===== src/hw/rtl/utf8_stream_decoder_macros.svh =====
// Assertion macros shared by the UTF-8 stream decoder RTL.
`ifndef UTF8_STREAM_DECODER_MACROS_SVH
`define UTF8_STREAM_DECODER_MACROS_SVH
`ifndef SYNTHESIS
`define UTF8SD_ASSERT(label, prop, msg) \
  label: assert property (@(posedge clk) disable iff (rst) (prop)) else $error(msg);
`define UTF8SD_ASSERT_NEXT(label, ante, cons, msg) \
  label: assert property (@(posedge clk) disable iff (rst) (ante) |=> (cons)) else $error(msg);
`else
`define UTF8SD_ASSERT(label, prop, msg)
`define UTF8SD_ASSERT_NEXT(label, ante, cons, msg)
`endif
`endif


===== src/hw/rtl/utf8sd_pkg.sv =====
// Types and constants of the UTF-8 stream decoder.
package utf8sd_pkg;

  localparam int MAX_RESULTS = 4;

  localparam logic [1:0] CONT_TAG  = 2'b10;
  localparam logic [2:0] LEAD2_TAG = 3'b110;
  localparam logic [3:0] LEAD3_TAG = 4'b1110;
  localparam logic [4:0] LEAD4_TAG = 5'b11110;

  localparam logic [2:0] LEN_NONE = 3'd0;
  localparam logic [2:0] LEN1     = 3'd1;
  localparam logic [2:0] LEN2     = 3'd2;
  localparam logic [2:0] LEN3     = 3'd3;
  localparam logic [2:0] LEN4     = 3'd4;

  typedef struct packed {
    logic [20:0] code_point;
    logic [2:0]  byte_count;
    logic        invalid;
    logic        last;
  } utf8sd_res_t;

  typedef struct packed {
    logic [2:0]                    num;
    utf8sd_res_t [MAX_RESULTS-1:0] slot;
  } utf8sd_batch_t;

endpackage


===== src/hw/rtl/utf8sd_decode.sv =====
// Sequence state and per-item decode into a batch of results.
`include "utf8_stream_decoder_macros.svh"
module utf8sd_decode (
  input  logic                    clk,
  input  logic                    rst,
  input  logic                    accept,
  input  logic [7:0]              in_byte,
  input  logic                    end_of_text,
  output utf8sd_pkg::utf8sd_batch_t batch
);
  import utf8sd_pkg::*;

  logic [7:0] lead;
  logic [7:0] cont [2];
  logic [1:0] held;
  logic [2:0] exp_len;

  logic [7:0] lead_next;
  logic [7:0] cont_next [2];
  logic [1:0] held_next;
  logic [2:0] exp_len_next;

  always_comb begin
    logic [2:0]  n;
    logic [2:0]  n_m1;
    logic [20:0] cp;
    logic        is_cont;
    logic        do_lead;
    lead_next    = lead;
    cont_next    = cont;
    held_next    = held;
    exp_len_next = exp_len;
    batch        = '0;
    n            = 3'd0;
    cp           = '0;
    is_cont      = (in_byte[7:6] == CONT_TAG);
    do_lead      = 1'b0;

    if (exp_len != LEN_NONE) begin
      if (is_cont) begin
        if (({1'b0, held} + 3'd2) >= exp_len) begin
          case (exp_len)
            LEN2:    cp = {10'd0, lead[4:0], in_byte[5:0]};
            LEN3:    cp = {5'd0, lead[3:0], cont[0][5:0], in_byte[5:0]};
            default: cp = {lead[2:0], cont[0][5:0], cont[1][5:0], in_byte[5:0]};
          endcase
          batch.slot[n[1:0]].code_point = cp;
          batch.slot[n[1:0]].byte_count = exp_len;
          n            = n + 3'd1;
          exp_len_next = LEN_NONE;
          held_next    = 2'd0;
        end else begin
          cont_next[held[0]] = in_byte;
          held_next          = held + 2'd1;
        end
      end else begin
        // broken sequence: lead and held bytes go out as invalid singles
        batch.slot[n[1:0]].code_point = {13'd0, lead};
        batch.slot[n[1:0]].byte_count = LEN1;
        batch.slot[n[1:0]].invalid    = 1'b1;
        n = n + 3'd1;
        for (int i = 0; i < 2; i++) begin
          if (2'(i) < held) begin
            batch.slot[n[1:0]].code_point = {13'd0, cont[i]};
            batch.slot[n[1:0]].byte_count = LEN1;
            batch.slot[n[1:0]].invalid    = 1'b1;
            n = n + 3'd1;
          end
        end
        exp_len_next = LEN_NONE;
        held_next    = 2'd0;
        do_lead      = 1'b1;
      end
    end else begin
      do_lead = 1'b1;
    end

    if (do_lead && (in_byte != 8'd0)) begin
      if (!in_byte[7]) begin
        batch.slot[n[1:0]].code_point = {13'd0, in_byte};
        batch.slot[n[1:0]].byte_count = LEN1;
        n = n + 3'd1;
      end else if (in_byte[7:5] == LEAD2_TAG) begin
        lead_next    = in_byte;
        exp_len_next = LEN2;
        held_next    = 2'd0;
      end else if (in_byte[7:4] == LEAD3_TAG) begin
        lead_next    = in_byte;
        exp_len_next = LEN3;
        held_next    = 2'd0;
      end else if (in_byte[7:3] == LEAD4_TAG) begin
        lead_next    = in_byte;
        exp_len_next = LEN4;
        held_next    = 2'd0;
      end else begin
        batch.slot[n[1:0]].code_point = {13'd0, in_byte};
        batch.slot[n[1:0]].byte_count = LEN1;
        batch.slot[n[1:0]].invalid    = 1'b1;
        n = n + 3'd1;
      end
    end

    // end of text flushes whatever is still pending
    if (end_of_text && (exp_len_next != LEN_NONE)) begin
      batch.slot[n[1:0]].code_point = {13'd0, lead_next};
      batch.slot[n[1:0]].byte_count = LEN1;
      batch.slot[n[1:0]].invalid    = 1'b1;
      n = n + 3'd1;
      for (int i = 0; i < 2; i++) begin
        if (2'(i) < held_next) begin
          batch.slot[n[1:0]].code_point = {13'd0, cont_next[i]};
          batch.slot[n[1:0]].byte_count = LEN1;
          batch.slot[n[1:0]].invalid    = 1'b1;
          n = n + 3'd1;
        end
      end
      exp_len_next = LEN_NONE;
      held_next    = 2'd0;
    end

    n_m1 = n - 3'd1;
    if (n != 3'd0) begin
      batch.slot[n_m1[1:0]].last = 1'b1;
    end
    batch.num = n;
  end

  always_ff @(posedge clk) begin
    if (rst) begin
      lead    <= '0;
      held    <= '0;
      exp_len <= LEN_NONE;
    end else if (accept) begin
      lead    <= lead_next;
      held    <= held_next;
      exp_len <= exp_len_next;
    end
  end

  always_ff @(posedge clk) begin
    if (accept) begin
      cont <= cont_next;
    end
  end

  `UTF8SD_ASSERT(a_idle_no_held, (exp_len != LEN_NONE) || (held == 2'd0), "held bytes while idle")
  `UTF8SD_ASSERT(a_held_short, (exp_len == LEN_NONE) || (({1'b0, held} + 3'd2) <= exp_len), "held count past length")

endmodule


===== src/hw/rtl/utf8sd_burst.sv =====
// Result batch buffer draining one result per cycle into the output register while the output is free.
`include "utf8_stream_decoder_macros.svh"
module utf8sd_burst (
  input  logic                      clk,
  input  logic                      rst,
  input  logic                      load,
  input  utf8sd_pkg::utf8sd_batch_t batch,
  output logic                      can_load,
  output logic                      out_valid,
  input  logic                      out_ready,
  output utf8sd_pkg::utf8sd_res_t   out_res
);
  import utf8sd_pkg::*;

  utf8sd_res_t [MAX_RESULTS-1:0] slots;
  logic [2:0] rem;
  logic [1:0] ptr;
  logic       out_free;
  logic       take;

  assign out_free = !out_valid || out_ready;
  assign take     = out_free && (rem != 3'd0);
  assign can_load = (rem == 3'd0) || ((rem == 3'd1) && out_free);

  always_ff @(posedge clk) begin
    if (rst) begin
      rem       <= '0;
      ptr       <= '0;
      out_valid <= 1'b0;
    end else begin
      if (take) begin
        out_valid <= 1'b1;
      end else if (out_ready) begin
        out_valid <= 1'b0;
      end
      if (load) begin
        rem <= batch.num;
        ptr <= '0;
      end else if (take) begin
        rem <= rem - 3'd1;
        ptr <= ptr + 2'd1;
      end
    end
  end

  always_ff @(posedge clk) begin
    if (take) begin
      out_res <= slots[ptr];
    end
    if (load) begin
      slots <= batch.slot;
    end
  end

  `UTF8SD_ASSERT(a_rem_range, rem <= 3'd4, "batch count out of range")
  `UTF8SD_ASSERT_NEXT(a_drain, (rem != 3'd0) && !out_valid, out_valid, "batch not drained")

endmodule


===== src/hw/rtl/utf8_stream_decoder.sv =====
// UTF-8 stream decoder: one byte in, zero to four code point results out.
// A result is held in the batch slots and then in the output register before it appears on m_*.
// Throughput: one byte per cycle while each byte gives at most one result and m_tready is high;
// a byte giving several results holds s_tready low as the batch drains down to its last result.
// Reset: rst synchronous, active high; clears pending sequence and buffers.
module utf8_stream_decoder (
  input  logic        clk,
  input  logic        rst,
  input  logic        s_tvalid,
  output logic        s_tready,
  input  logic [7:0]  s_tdata,  // [7:0] in_byte
  input  logic        s_tlast,  // end_of_text
  output logic        m_tvalid,
  input  logic        m_tready,
  output logic [23:0] m_tdata,  // [20:0] code_point, [23:21] byte_count
  output logic        m_tuser,  // [0] invalid
  output logic        m_tlast   // last_of_run
);
  import utf8sd_pkg::*;

  utf8sd_batch_t batch;
  utf8sd_res_t   out_res;
  logic          accept;

  assign accept = s_tvalid && s_tready;

  utf8sd_decode u_decode (
    .clk         (clk),
    .rst         (rst),
    .accept      (accept),
    .in_byte     (s_tdata),
    .end_of_text (s_tlast),
    .batch       (batch)
  );

  utf8sd_burst u_burst (
    .clk       (clk),
    .rst       (rst),
    .load      (accept),
    .batch     (batch),
    .can_load  (s_tready),
    .out_valid (m_tvalid),
    .out_ready (m_tready),
    .out_res   (out_res)
  );

  assign m_tdata = {out_res.byte_count, out_res.code_point};
  assign m_tuser = out_res.invalid;
  assign m_tlast = out_res.last;

endmodule

===== config.mk =====
export PLATFORM = sky130hd
export DESIGN_NAME = utf8_stream_decoder
export DESIGN_NICKNAME = d
export VERILOG_FILES = /design/src/hw/rtl/utf8sd_pkg.sv /design/src/hw/rtl/utf8sd_decode.sv /design/src/hw/rtl/utf8sd_burst.sv /design/src/hw/rtl/utf8_stream_decoder.sv
export VERILOG_INCLUDE_DIRS = /design/src /design/src/hw/rtl
export SDC_FILE = /design/constraint.sdc
export NUM_CORES = 1
export LEC_CHECK = 0
export ABC_AREA = 1
export BUFFER_PORTS_ARGS = -buffer_cell sky130_fd_sc_hd__buf_4
export CORE_ASPECT_RATIO = 1.2
export CORE_MARGIN = 4
export CORE_UTILIZATION = 50
export DETAILED_ROUTE_END_ITERATION = 7
export GPL_ROUTABILITY_DRIVEN = 0
export PLACE_DENSITY = 0.79
export SLEW_MARGIN = 20
export SYNTH_ARGS = -nofsm -noshare
export SYNTH_HDL_FRONTEND = slang
export SYNTH_SLANG_ARGS = --single-unit

===== constraint.sdc =====
create_clock -name clk -period 10 [get_ports clk]
set_input_delay 1.5 -clock clk [delete_from_list [all_inputs] [get_ports clk]]
set_output_delay 1.5 -clock clk [all_outputs]
set_load 0.005 [all_outputs]

==> results_dict.tcl <==
set metrics [dict create \
    outcome "finished with violations" \
    failing_checks "DRC" \
    ys_seq_area_share_pct 45.6 \
    post_layout_minimum_cycle_time_ns 5.39 \
    worst_hold_slack_ns 0.497 \
    clk-insertion-delay-late_ns 0.42 \
    drive_above_1_share_pct 11.8 \
    floorplan.initialDensity_pct 51.5 \
    via_count_of_the_first_global_routing_pass 6580 \
    worst_ir_drop_vdd_mv 0.111 \
    cp_data_arrival_time_ns 5.54 \
    grt_max_degree 63 \
    place_inst 1179 \
    floorplan.die_area_um2 17000 \
    final_hold_vios 0 \
    critical_path_buf_inv_count 6 \
    path_cells "buf_4, inv_2, nand2_2, nand2_1, nor2_2, inv_1, ha_1, nand2_1, o21ai_1, inv_1, ha_1, nor2_1, nand2_1, o21ai_0, inv_1, ha_1, nand3_1, inv_1, nor3_1, o21ai_0" \
    timing.final.max_slew_violations 0 \
    rsz0062_at_grt "false" \
    grtUsageTotal_pct 27.0 \
    post_drt_wl_per_cell_um 18.8 \
    timing.max_cap.violations 0 \
    max_slew_margin_pct 29.6 \
    htreeDepth 4 \
    critical_path.max_fanout 13 \
    synthXorXnorAreaFrac_pct 0.117 \
    combined_area_of_all_synthesized_cells_um2 7480 \
    synth_cells 964 \
    synth_fa_ha_area_share_pct 3.68 \
    grt_first_pass_wirelength_um 35300 \
    synth_top_family_by_area "simple AND/OR/NAND/NOR gates" \
    worst_hold_path_type "reg2reg" \
    final_min_period_over_clock_period_pct 53.9 \
    synth_cell_type_count 42 \
    critical_path.startpoint_type "input pin" \
    timing.critical_path.slowest_stage_cell "nor2_2" \
    route.final.wire_length_um 22700 \
    hpwl_um 16300 \
    worst_clock_skew_ns 0.00859 \
    power.leakage_nw 3.94 \
    detailedRoute.firstPassIterationCount 8 \
    pin_count 41 \
    layout.cells.most_common_list "nand2_1 (235), inv_1 (126), edfxtp_1 (101), nor2_1 (93), nand3_1 (77)" \
    clkTransAtPathRegs_ns 0.06 \
    crit_family "simple AND/OR/NAND/NOR gates" \
    layout.cells.most_common "nand2_1" \
    numPortBuffers 40 \
    synth_edf_count 101 \
    clock-root-buffer "clkbuf_16" \
    syn_area_per_cell_um2 7.76 \
    detailedRoute.firstIterationViolations 1107 \
    cts_setup_buffers 0 \
    synth-warning-count 0 \
    antenna-diode-count 0 \
    report.power.total_w 0.00213 \
    layout.filler_cells 1319 \
    yosys.area_share.simple_pct 26.0 \
    number_of_clock_sinks 120 \
    power_density_nw_per_um2 250 \
    synth_compound_area_share_pct 15.4 \
    fin_ws_ns 4.61 \
    postCtsResizedCells 0 \
    antenna_left 0 \
    synthMuxAreaShare_pct 0 \
    tritoncts_clock_tree "done" \
    remaining_drc_errors 16 \
    crit_top_cell "inv_1" \
    placement.setup.worst_slack_ns 4.36 \
    total_global_routing_overflow 0 \
    detail_route.vias_per_cell 5.89 \
    critPathMaxStageDelay_ns 0.55 \
    setup_viol 0 \
    critical_path_required_ns 10.14 \
    final.setup.tns_ns 0 \
    synth.net_count 999 \
    core_region_area_um2 14500 \
    antenna_violations_before_repair 0 \
    die-width_um 120 \
    timing_worst_setup_path_type "in2reg" \
    total_number_of_placement_rows 48 \
    number_of_register_bits_inferred_by_synthesis 120 \
    die-height_um 142 \
    cts-hold-fix-buffers 0 \
    post_route_non_filler_standard_cell_count 1211 \
    synth_async_sr_flop_share_pct 0 \
    top_reg_cell_synth "edfxtp_1" \
    vias 7134 \
    worst_slew_pin_tran_ns 1.04 \
    num_cts_buffers 17 \
    syn_to_final_growth_pct 13.8 \
    clock_path_buffers 2 \
    endpoint_type_of_the_worst_setup_path "flip-flop" \
    fmaxAchievable_mhz 185 \
    finish.net_count 1033 \
]
-- routing by layer --
metal | share of wire, % | up-vias | global-route usage (%)
li1 | - | 3294 | -
met3 | 13 | 154 | 6.24
met4 | 6.7 | 0 | 15.3
met1 | 36 | 3111 | 34.2
met5 | 0 | - | 0
met2 | 44 | 575 | 42.8
-- synth_stat cells, types with 2 or more instances --
library cell	instances	share of area, %
inv_1	128	6.4
o21ai_2	2	0.23
nor2_4	4	0.60
nand2_4	5	0.75
buf_2	8	0.54
edfxtp_1	101	41
nand2_2	16	1.3
a22oi_1	3	0.30
a211oi_1	3	0.30
o32ai_1	6	0.70
clkinv_1	3	0.15
a21boi_1	8	0.80
buf_1	2	0.10
ha_1	22	3.7
dfxtp_1	19	5.1
nand3_1	77	5.2
o211ai_1	2	0.20
clkbuf_1	12	0.60
nand2_1	235	12
nor2_1	93	4.7
o22ai_1	24	2.0
o21ai_0	76	5.1
nor3_1	2	0.13
a31oi_1	4	0.33
buf_4	2	0.20
nand4_1	6	0.50
o221ai_1	2	0.23
o21ai_1	19	1.3
inv_2	9	0.45
a21oi_1	55	3.7
buf_6	5	0.75
-- report_power, final --
group | leakage, nW | switching (W) | internal (W)
sequential | 1.14 | 0.0000644 | 0.000788
combinational | 2.50 | 0.000444 | 0.000196
clock | 0.300 | 0.000242 | 0.000398
total | 3.94 | 0.000750 | 0.00138
-- kinds of logic after synthesis --
group / Yosys count
compound gates: 206
simple gates: 446
flops: 120
buf+inv: 169
fa+ha+maj: 22
xor+xnor: 1
-- registers in the layout, indices dropped and copies added (netlist names) --
| signal | cells |
|---|---|
| u_decode.cont | 16 |
| u_burst.out_res | 26 |
| u_decode.exp_len | 3 |
| u_decode.lead | 8 |
| u_burst.slots | 59 |
| u_decode.held | 2 |
| u_burst.out_valid | 1 |
| u_burst.ptr | 2 |
| u_burst.rem | 3 |
-- path summary, 6_finish.rpt --
kind | slack, ns | endpoint | depth (start not counted) | start
max | 4.61 | u_burst.slots[79]$_DFFE_PP_ | 20 | s_tdata[6]
min | 0.50 | u_burst.out_res[23]$_SDFFCE_PP0P_ | 2 | u_burst.slots[23]$_DFFE_PP_
max reg2reg | 5.19 | u_burst.slots[79]$_DFFE_PP_ | 18 | u_decode.held[1]$_SDFFE_PP0P_
min reg2reg | 0.50 | u_burst.out_res[23]$_SDFFCE_PP0P_ | 2 | u_burst.slots[23]$_DFFE_PP_
-- layout make-up --
cell class              count  area [um2]  area share [%]
repair buffers             44         330            3.88
well taps                 200         250            2.94
inverters                 140         526            6.17
flip-flops and latches    120        3410            40.1
clock inverters            15         190            2.23
clock buffers              17         425            5.00
multi-input cells         675        3380            39.7
-- metrics by stage --
step                instance area, um2  utilization (%)
finish                            8510             58.6
global route                      8510             58.6
CTS                               8510             58.6
detailed placement                7900             54.3
global placement                  7900             54.3
floorplan                         7480                -
-- worst reg2reg max path, delay by kind of cell (launching register included) --
family	cells	cell delay, ns
buffers and inverters	5	1.03
and+or+nand+nor	6	1.41
adders and majority gates	4	1.23
DFF	1	0.43
AOI/OAI and AO/OA	3	0.45
Note: power is estimated with default switching activity, not from simulation.
